[config.mk]
export PLATFORM = sky130hd
export DESIGN_NAME = http_request_header_checker_unit_flat
export DESIGN_NICKNAME = d
export VERILOG_FILES = /design/src/rtl/core/hrhc_pkg.sv /design/src/rtl/core/hrhc_stream_if.sv /design/src/rtl/core/http_request_header_checker_unit.sv /design/src/flat_wrapper.sv
export SDC_FILE = /design/constraint.sdc
export NUM_CORES = 1
export LEC_CHECK = 0
export ABC_AREA = 1
export BUFFER_PORTS_ARGS = -buffer_cell sky130_fd_sc_hd__buf_2
export CELL_PAD_IN_SITES_DETAIL_PLACEMENT = 0
export CELL_PAD_IN_SITES_GLOBAL_PLACEMENT = 1
export CORE_MARGIN = 2
export CORE_UTILIZATION = 50
export DETAILED_ROUTE_END_ITERATION = 8
export PLACE_DENSITY_LB_ADDON = 0.08
export REMOVE_ABC_BUFFERS = 1
export SYNTH_ARGS = -nofsm -noshare
export SYNTH_HDL_FRONTEND = slang
export SYNTH_SLANG_ARGS = --single-unit
[constraint.sdc]
create_clock -name clk_i -period 9.15 [get_ports clk_i]
set_clock_uncertainty 0.15 [all_clocks]
set_input_delay 0.915 -clock clk_i [delete_from_list [all_inputs] [get_ports clk_i]]
set_output_delay 0.915 -clock clk_i [all_outputs]
set_load 0.01 [all_outputs]
[src/rtl/core/hrhc_pkg.sv]
// ----------------------------------------------------------------------------
// hrhc_pkg
// Types and constants of the HTTP request head checker.
// ----------------------------------------------------------------------------
package hrhc_pkg;
  localparam int MaxMethodLen = 7;
  localparam int MethodIdxW = $clog2(MaxMethodLen + 1);
  localparam logic [13:0] MaxLineReset = 14'd8000;

  typedef enum logic [3:0] {
    PH_METHOD, PH_TARGET, PH_PROTO, PH_MAJOR, PH_DOT, PH_MINOR, PH_REQ_CR,
    PH_REQ_LF, PH_LINE_START, PH_LINE_LF, PH_NAME, PH_VALUE, PH_DONE
  } phase_e;

  typedef enum logic [2:0] {
    ST_PARSING, ST_COMPLETE, ST_BAD_REQUEST, ST_NOT_IMPL, ST_URI_LONG, ST_FIELD_LONG
  } status_e;

  typedef enum logic [2:0] {
    M_GET, M_HEAD, M_PUT, M_DELETE, M_POST
  } method_e;

  typedef struct packed {
    logic       action;
    logic [7:0] data_byte;
  } req_t;

  typedef struct packed {
    logic [2:0] status;
    logic [2:0] method_code;
    logic [3:0] major_version;
    logic [3:0] minor_version;
    logic [7:0] field_count;
  } res_t;

  function automatic logic is_vchar(logic [7:0] b);
    return (b >= 8'h21) && (b <= 8'h7e);
  endfunction

  function automatic logic is_tchar(logic [7:0] b);
    logic dl;
    dl = (b == 8'h22) || (b == 8'h28) || (b == 8'h29) || (b == 8'h2c) ||
         (b == 8'h2f) || (b == 8'h3a) || (b == 8'h3b) || (b == 8'h3c) ||
         (b == 8'h3e) || (b == 8'h3d) || (b == 8'h3f) || (b == 8'h40) ||
         (b == 8'h5b) || (b == 8'h5c) || (b == 8'h5d) || (b == 8'h7b) ||
         (b == 8'h7d);
    return is_vchar(b) && !dl;
  endfunction

  function automatic logic [7:0] proto_char(logic [2:0] i);
    case (i)
      3'd0: return 8'h48;
      3'd1: return 8'h54;
      3'd2: return 8'h54;
      3'd3: return 8'h50;
      3'd4: return 8'h2f;
      default: return 8'h00;
    endcase
  endfunction
endpackage

[src/rtl/core/hrhc_stream_if.sv]
// ----------------------------------------------------------------------------
// hrhc_stream_if
// Valid/ready channel carrying one payload per beat.
// ----------------------------------------------------------------------------
interface hrhc_stream_if #(parameter type payload_t = logic) ();
  logic     valid;
  logic     ready;
  payload_t data;
  modport source (output valid, output data, input ready);
  modport sink (input valid, input data, output ready);
endinterface

[src/rtl/core/http_request_header_checker_unit.sv]
// ----------------------------------------------------------------------------
// http_request_header_checker_unit
// Byte-wide checker of an HTTP/1.1 request head.
// ----------------------------------------------------------------------------
// Usage: bytes of a request head arrive on req (action 0) or a restart
// beat (action 1) clears the parse state. Every accepted beat produces
// exactly one result beat on res carrying the status, method, version
// digits and field count after that byte.
// Each result is registered in the output register, or the skid entry if that is full.
// Throughput: one beat per cycle while req_ready is high; the single-pass decoder between the
// parse state registers and the result register sets this figure.
// A one-entry result register plus a skid entry keep req_ready high while
// a result waits, so a stalled receiver costs throughput only once both
// entries hold data.
// Reset: parse state returns to the method phase, max_line_bytes to 8000
// and both result entries are emptied.
// Configuration: cfg_we_i writes max_line_bytes; the user writes only while the block is idle, not enforced.
// ----------------------------------------------------------------------------
module http_request_header_checker_unit (
  input  logic              clk_i,
  input  logic              rst_ni,
  input  logic              cfg_we_i,
  input  logic [13:0]       cfg_wdata_i,
  hrhc_stream_if.sink       req,
  hrhc_stream_if.source     res
);
  import hrhc_pkg::*;

  logic [13:0] max_line_q;
  phase_e      phase_q, phase_d;
  logic [7:0]  mb_q [MaxMethodLen];
  logic [MethodIdxW-1:0] mlen_q, mlen_d;
  logic [13:0] llen_q, llen_d;
  logic [2:0]  sub_q, sub_d;
  logic        pcr_q, pcr_d;
  logic [15:0] vpend_q, vpend_d;
  logic [3:0]  vflags_q, vflags_d;
  logic [2:0]  stat_q, stat_d;
  logic [2:0]  meth_q, meth_d;
  logic [7:0]  ver_q, ver_d;
  logic [7:0]  fields_q, fields_d;
  logic        mb_we;

  res_t out_q, skid_q, res_now;
  logic out_vld_q, skid_vld_q;
  logic take;

  assign req.ready = !skid_vld_q;
  assign take = req.valid && req.ready;
  assign res.valid = out_vld_q;
  assign res.data = out_q;

  // Method recognition from the stored method bytes.
  logic [1:0] mclass; // 0 bad, 1 known, 2 not implemented
  logic [2:0] mcode;
  function automatic logic meq(input logic [7:0] a [MaxMethodLen], input int n,
                               input logic [55:0] s);
    logic r;
    r = 1'b1;
    for (int i = 0; i < 7; i++) begin
      if (i < n && i < MaxMethodLen && a[i] != s[55-8*i -: 8]) r = 1'b0;
    end
    return r;
  endfunction

  always_comb begin
    mclass = 2'd0;
    mcode = M_GET;
    case (mlen_q)
      MethodIdxW'(3): begin
        if (meq(mb_q, 3, {"GET", 32'h0})) begin mclass = 2'd1; mcode = M_GET; end
        else if (meq(mb_q, 3, {"PUT", 32'h0})) begin mclass = 2'd1; mcode = M_PUT; end
      end
      MethodIdxW'(4): begin
        if (meq(mb_q, 4, {"HEAD", 24'h0})) begin mclass = 2'd1; mcode = M_HEAD; end
        else if (meq(mb_q, 4, {"POST", 24'h0})) begin mclass = 2'd1; mcode = M_POST; end
      end
      MethodIdxW'(5): begin
        if (meq(mb_q, 5, {"TRACE", 16'h0}) || meq(mb_q, 5, {"PATCH", 16'h0}))
          mclass = 2'd2;
      end
      MethodIdxW'(6): begin
        if (meq(mb_q, 6, {"DELETE", 8'h0})) begin mclass = 2'd1; mcode = M_DELETE; end
      end
      MethodIdxW'(7): begin
        if (meq(mb_q, 7, "CONNECT") || meq(mb_q, 7, "OPTIONS")) mclass = 2'd2;
      end
      default: mclass = 2'd0;
    endcase
  end

  always_comb begin
    logic [7:0] b;
    logic [1:0] vlen;
    logic [7:0] last, prv, lastc;
    b = req.data.data_byte;
    phase_d = phase_q; mlen_d = mlen_q; llen_d = llen_q; sub_d = sub_q;
    pcr_d = pcr_q; vpend_d = vpend_q; vflags_d = vflags_q; stat_d = stat_q;
    meth_d = meth_q; ver_d = ver_q; fields_d = fields_q; mb_we = 1'b0;
    vlen = vflags_q[2:1]; last = vpend_q[7:0]; prv = vpend_q[15:8];
    lastc = (last == 8'h20) ? prv : last;
    if (req.data.action) begin
      phase_d = PH_METHOD; mlen_d = '0; llen_d = '0; sub_d = '0; pcr_d = 1'b0;
      vpend_d = '0; vflags_d = '0; stat_d = ST_PARSING; meth_d = '0; ver_d = '0;
      fields_d = '0;
    end else if (phase_q != PH_DONE) begin
      pcr_d = (b == 8'h0d);
      if (llen_q >= max_line_q) begin
        phase_d = PH_DONE;
        if (phase_q == PH_METHOD) stat_d = ST_BAD_REQUEST;
        else if (phase_q < PH_LINE_START) stat_d = ST_URI_LONG;
        else stat_d = ST_FIELD_LONG;
      end else begin
        llen_d = llen_q + 14'd1;
        case (phase_q)
          PH_METHOD: begin
            if (b == 8'h20) begin
              if (mlen_q == '0 || mclass == 2'd0) begin
                phase_d = PH_DONE; stat_d = ST_BAD_REQUEST;
              end else if (mclass == 2'd2) begin
                phase_d = PH_DONE; stat_d = ST_NOT_IMPL;
              end else begin
                meth_d = mcode; phase_d = PH_TARGET; sub_d = '0;
              end
            end else if (mlen_q >= MethodIdxW'(MaxMethodLen)) begin
              phase_d = PH_DONE; stat_d = ST_BAD_REQUEST;
            end else begin
              mb_we = 1'b1; mlen_d = mlen_q + 1'b1;
            end
          end
          PH_TARGET: begin
            if (b == 8'h20) begin
              if (sub_q == '0) begin phase_d = PH_DONE; stat_d = ST_BAD_REQUEST; end
              else begin phase_d = PH_PROTO; sub_d = '0; end
            end else if (b == 8'h0a && pcr_q) begin
              phase_d = PH_DONE; stat_d = ST_BAD_REQUEST;
            end else sub_d = 3'd1;
          end
          PH_PROTO: begin
            if (sub_q >= 3'd5 || b != proto_char(sub_q)) begin
              phase_d = PH_DONE; stat_d = ST_BAD_REQUEST;
            end else begin
              sub_d = sub_q + 3'd1;
              if (sub_q == 3'd4) phase_d = PH_MAJOR;
            end
          end
          PH_MAJOR: begin
            if (b >= 8'h30 && b <= 8'h39) begin
              ver_d = {b[3:0], 4'h0}; phase_d = PH_DOT;
            end else begin phase_d = PH_DONE; stat_d = ST_BAD_REQUEST; end
          end
          PH_DOT: begin
            if (b == 8'h2e) phase_d = PH_MINOR;
            else begin phase_d = PH_DONE; stat_d = ST_BAD_REQUEST; end
          end
          PH_MINOR: begin
            if (b >= 8'h30 && b <= 8'h39) begin
              ver_d = {ver_q[7:4], b[3:0]}; phase_d = PH_REQ_CR;
            end else begin phase_d = PH_DONE; stat_d = ST_BAD_REQUEST; end
          end
          PH_REQ_CR: begin
            if (b == 8'h0d) phase_d = PH_REQ_LF;
            else begin phase_d = PH_DONE; stat_d = ST_BAD_REQUEST; end
          end
          PH_REQ_LF: begin
            if (b == 8'h0a) begin phase_d = PH_LINE_START; llen_d = '0; end
            else begin phase_d = PH_DONE; stat_d = ST_BAD_REQUEST; end
          end
          PH_LINE_START: begin
            if (b == 8'h0d) phase_d = PH_LINE_LF;
            else if (is_tchar(b)) phase_d = PH_NAME;
            else begin phase_d = PH_DONE; stat_d = ST_BAD_REQUEST; end
          end
          PH_LINE_LF: begin
            phase_d = PH_DONE;
            stat_d = (b == 8'h0a) ? ST_COMPLETE : ST_BAD_REQUEST;
          end
          PH_NAME: begin
            if (b == 8'h3a) begin
              phase_d = PH_VALUE; vflags_d = '0; vpend_d = '0;
            end else if (!is_tchar(b)) begin
              phase_d = PH_DONE; stat_d = ST_BAD_REQUEST;
            end
          end
          PH_VALUE: begin
            if (pcr_q) begin
              if (b != 8'h0a) begin
                phase_d = PH_DONE; stat_d = ST_BAD_REQUEST;
              end else if (vlen != 2'd0 && !(vlen == 2'd1 && last == 8'h20) &&
                           (!vflags_q[3] || !is_vchar(lastc))) begin
                phase_d = PH_DONE; stat_d = ST_BAD_REQUEST;
              end else begin
                if (fields_q != 8'hff) fields_d = fields_q + 8'd1;
                phase_d = PH_LINE_START; llen_d = '0;
              end
            end else if (b == 8'h0d) begin
              // A CR waits for the following LF.
            end else if (!(is_vchar(b) || b == 8'h20 || b == 8'h09 || b[7])) begin
              phase_d = PH_DONE; stat_d = ST_BAD_REQUEST;
            end else if (!vflags_q[0] && b == 8'h20) begin
              vflags_d[0] = 1'b1;
            end else begin
              vflags_d[0] = 1'b1;
              if (vlen == 2'd0 && is_vchar(b)) vflags_d[3] = 1'b1;
              vflags_d[2:1] = (vlen < 2'd2) ? vlen + 2'd1 : vlen;
              vpend_d = {vpend_q[7:0], b};
            end
          end
          default: begin phase_d = PH_DONE; stat_d = ST_BAD_REQUEST; end
        endcase
      end
    end
    res_now.status = stat_d;
    res_now.method_code = meth_d;
    res_now.major_version = ver_d[7:4];
    res_now.minor_version = ver_d[3:0];
    res_now.field_count = fields_d;
  end

  always_ff @(posedge clk_i or negedge rst_ni) begin
    if (!rst_ni) begin
      max_line_q <= MaxLineReset;
      phase_q <= PH_METHOD; mlen_q <= '0; llen_q <= '0; sub_q <= '0; pcr_q <= 1'b0;
      vpend_q <= '0; vflags_q <= '0; stat_q <= '0; meth_q <= '0; ver_q <= '0;
      fields_q <= '0;
    end else begin
      if (cfg_we_i) max_line_q <= cfg_wdata_i;
      if (take) begin
        phase_q <= phase_d; mlen_q <= mlen_d; llen_q <= llen_d; sub_q <= sub_d;
        pcr_q <= pcr_d; vpend_q <= vpend_d; vflags_q <= vflags_d; stat_q <= stat_d;
        meth_q <= meth_d; ver_q <= ver_d; fields_q <= fields_d;
      end
    end
  end

  always_ff @(posedge clk_i) begin
    if (take && mb_we) mb_q[mlen_q[MethodIdxW-1:0] < MethodIdxW'(MaxMethodLen) ?
                            mlen_q : '0] <= req.data.data_byte;
  end

  // Output register with one skid entry behind it.
  always_ff @(posedge clk_i or negedge rst_ni) begin
    if (!rst_ni) begin
      out_vld_q <= 1'b0; skid_vld_q <= 1'b0;
    end else begin
      if (!out_vld_q || res.ready) begin
        out_vld_q <= skid_vld_q || take;
        skid_vld_q <= 1'b0;
      end else if (take) begin
        skid_vld_q <= 1'b1;
      end
    end
  end

  always_ff @(posedge clk_i) begin
    if (!out_vld_q || res.ready) begin
      out_q <= skid_vld_q ? skid_q : res_now;
      if (skid_vld_q && take) skid_q <= res_now;
    end else if (take) begin
      skid_q <= res_now;
    end
  end
endmodule

[src/flat_wrapper.sv]
// flat-port wrapper written by rule: the top's interface ports become plain ports
module http_request_header_checker_unit_flat import hrhc_pkg::*;
  (clk_i, rst_ni, cfg_we_i, cfg_wdata_i, req_valid, req_data, req_ready, res_valid, res_data, res_ready);
  hrhc_stream_if #(.payload_t(req_t)) req_i ();
  hrhc_stream_if #(.payload_t(res_t)) res_i ();
  input  logic clk_i;
  input  logic rst_ni;
  input  logic cfg_we_i;
  input  logic [13:0] cfg_wdata_i;
  input wire logic [$bits(req_i.valid)-1:0] req_valid;
  input wire logic [$bits(req_i.data)-1:0] req_data;
  output wire logic [$bits(req_i.ready)-1:0] req_ready;
  output wire logic [$bits(res_i.valid)-1:0] res_valid;
  output wire logic [$bits(res_i.data)-1:0] res_data;
  input wire logic [$bits(res_i.ready)-1:0] res_ready;
  assign req_i.valid = req_valid;
  assign req_i.data = req_data;
  assign req_ready = req_i.ready;
  assign res_valid = res_i.valid;
  assign res_data = res_i.data;
  assign res_i.ready = res_ready;
  http_request_header_checker_unit u_core (.clk_i(clk_i), .rst_ni(rst_ni), .cfg_we_i(cfg_we_i), .cfg_wdata_i(cfg_wdata_i), .req(req_i), .res(res_i));
endmodule
==> metrics.yaml <==
status: "complete, no violations"
wirelength_mm: 25.8
cts_buffers: 17
yosysSeqAreaShare_pct: 48.8
cts_buffer_depth: 2
crit_slowest_cell: "nor3_1"
synth_top_area_share_pct: 28.8
dieHeight_um: 148
postCtsSetupBuffers: 0
coreArea_um2: 20400
final_hold_viol_count: 0
area_growth_syn_to_layout_pct: 10.5
post-route-period-util_pct: 40.6
synth_most_common_cell: "nand2_1"
max_freq_mhz: 269
avgRoutedWirePerCell_um: 15.9
die_x_um: 148
cts_tree: "built"
syn_area_um2: 10400
critPathCaptureType: "register"
vias: 8723
cts_resized: 0
ys_ff_latch: 183
startpoint: "u_core.max_line_q[9]$_DFFE_PN1P_"
dp_hpwl_mm: 19.1
num_rows: 52
period_needed_ps: 3720
grt_start_max_net_pins: 53
setup_violations: 0
antenna_found_initial: 0
avgSynthCellArea_um2: 8.06
fin_ws_ps: 5430
syn_inst: 1293
crit_type: "register to register"
cts.htree.levels: 4
reg2reg_to: "u_core.mb_q[24]$_DFFE_PP_"
rr_worst_depth: 12
cp_data_required_time_ps: 9040
routabilityCongestion: 0.939
grt_pass1_vias: 7978
ys_types: 59
drt.antenna.violating_nets: 0
clock-sinks: 183
synth_top_area_cell: "edfxtp_1"
reg2reg_slack_ps: 5430
r2r_start: "u_core.max_line_q[9]$_DFFE_PN1P_"
start_util_pct: 51.2
track_usage_pct: 24.3
cts-root-buf: "clkbuf_16"
slowest_delay_ps: 860
async_reset_ff_share_pct: 45.4
insertion_delay_ps: 440
place_ws_ps: 5050
cp-start-kind: "register"
insertedDiodeCount: 0
cp_cell_sequence: "inv_1, ha_1, a21oi_1, o21ai_0, nand2_1, o211a_1, nand3_2, nor3_1, inv_1, nor2_2, nand2_1, nor3_1"
rsz0062_at_grt: "false"
synth_edf_count: 100
synthTopCellsByArea: "edfxtp_1 29%, dfrtp_1 18%, nand2_1 12%"
grt-ovfl-total: 0
num_io_pins: 52
power_w: 0.00207
final_nets: 1396
crit_arrival_ps: 3610
yosys_most_used_dff: "edfxtp_1"
synth_warnings: 0
die_area_um2: 22000
cts_hold_buf: 0
p_leak_nw: 5.18
routed_via_density: 5.38
worst_pin_slew_ps: 1110
crit_fanout: 13
drive_above_1_share_pct: 11.3
timing.hold.ws_ps: 275
drtIter0Drc: 761
worstPathBufferInverterCount: 2
fin_setup_tns_ps: 0
first_pass_iters: 5
ir_drop_uv: 114
ys_top_cells_by_count: "343 x nand2_1, 171 x inv_1, 130 x nor2_1, 100 x edfxtp_1, 99 x nand3_1"
slew_viol_final: 0
port_buffers: 51
maxCapViolations: 0
cts.clk_slew.worst_paths_ps: 80
maxSlewHeadroom_pct: 25.6
final_core_util_pct: 56.5
grt_pass1_wl_mm: 41.9
hold_class: "input pin to async pin"
cpLargestDelayFamily: "simple AND/OR/NAND/NOR gates"
p_per_area_nw_per_um2: 180
post-route-drc-count: 0
-- worst max path at each step --
stage / end / slack (ps) / cells past startpoint
CTS: u_core.mb_q[18]$_DFFE_PP_ / 5440 / 12
global placement: u_core.mb_q[16]$_DFFE_PP_ / 5170 / 13
detailed placement: u_core.mb_q[18]$_DFFE_PP_ / 5050 / 13
floorplan: u_core.vflags_q[1]$_DFFE_PN0P_ / 5850 / 10
global route: u_core.mb_q[16]$_DFFE_PP_ / 5060 / 12
finish: u_core.mb_q[24]$_DFFE_PP_ / 5430 / 12
-- cell type report --
| type | count | area [µm²] |
|---|---|---|
| Clock buffer | 17 | 425 |
| Clock inverter | 15 | 175 |
| Fill cell | 1873 | 8850 |
| Inverter | 180 | 676 |
| Multi-Input combinational cell | 902 | 4520 |
| Sequential cell | 183 | 5090 |
| Tap cell | 270 | 338 |
| Timing Repair Buffer | 55 | 288 |
-- worst register-to-register path, cell delays in order (launching register included) --
cell and delay [ps]:
dfstp_2 520, inv_1 40, ha_1 280, a21oi_1 130, o21ai_0 100, nand2_1 70
o211a_1 150, nand3_2 310, nor3_1 310, inv_1 80, nor2_2 180, nand2_1 130
nor3_1 860
-- cell families (layout without fill, tap and decap cells) --
logic type / after synthesis / count (layout) / share of synthesized area, %
adders and majority gates: 29 / 29 / 3.48
and+or+nand+nor: 693 / 693 / 29.7
buffers and inverters: 208 / 267 / 7.81
xor gates and xnor gates: 11 / 11 / 0.925
muxes: 1 / 1 / 0.108
DFF: 183 / 183 / 48.8
AOI/OAI and AO/OA: 168 / 168 / 9.16
-- state kept, by name, summed over array words and instances (netlist names) --
| signal | cells |
|---|---|
| u_core.mb_q | 56 |
| u_core.res.data | 22 |
| u_core.skid_q | 22 |
| u_core.vpend_q | 16 |
| u_core.llen_q | 14 |
| u_core.max_line_q | 14 |
| u_core.fields_q | 8 |
| u_core.ver_q | 8 |
| u_core.phase_q | 4 |
| u_core.vflags_q | 4 |
| u_core.meth_q | 3 |
| u_core.mlen_q | 3 |
| u_core.stat_q | 3 |
| u_core.sub_q | 3 |
| u_core.pcr_q | 1 |
| u_core.res.valid | 1 |
| u_core.skid_vld_q | 1 |
-- metal layers --
| layer | track usage (%) | routed length, µm | share of wire (%) | up-vias |
|---|---|---|---|---|
| met5 | 0 | 0 | 0 | - |
| met4 | 5.14 | 206 | 0.80 | 0 |
| met3 | 3.37 | 1380 | 5.3 | 21 |
| met2 | 36.6 | 11300 | 44 | 259 |
| met1 | 37.5 | 13000 | 50 | 4067 |
| li1 | - | - | - | 4376 |
-- per-stage QoR --
step | instances | area [µm²]
2_1_floorplan | 1265 | 10300
3_3_place_gp | 1590 | 10900
3_5_place_dp | 1590 | 10900
4_1_cts | 1622 | 11500
5_1_grt | 1622 | 11500
6_report | 1622 | 11500
-- placed cells by master, fill, tap and decap left out, types with 7 or more instances in the layout --
cell / netlist / routed
ha_1: 29 / 29
nand2_2: 7 / 7
nand2_1: 343 / 343
nor2_2: 14 / 15
clkbuf_16: 0 / 17
buf_2: 8 / 50
dfrtp_1: 77 / 77
edfxtp_1: 100 / 100
nor2_1: 130 / 129
a21oi_1: 48 / 48
inv_1: 171 / 171
o21ai_1: 10 / 10
xor2_1: 8 / 8
inv_2: 8 / 8
nand3_1: 99 / 99
nand4_1: 33 / 33
nor4_1: 9 / 9
nor3_1: 32 / 32
o21ai_0: 81 / 81
-- where the power goes --
part	internal (W)	switching, W	leakage (nW)
clock network	0.000370	0.000362	0.290
logic	0.000111	0.000262	2.84
registers	0.000928	0.0000396	2.05
total	0.00141	0.000664	5.18
(Power assumes the default switching activity.)
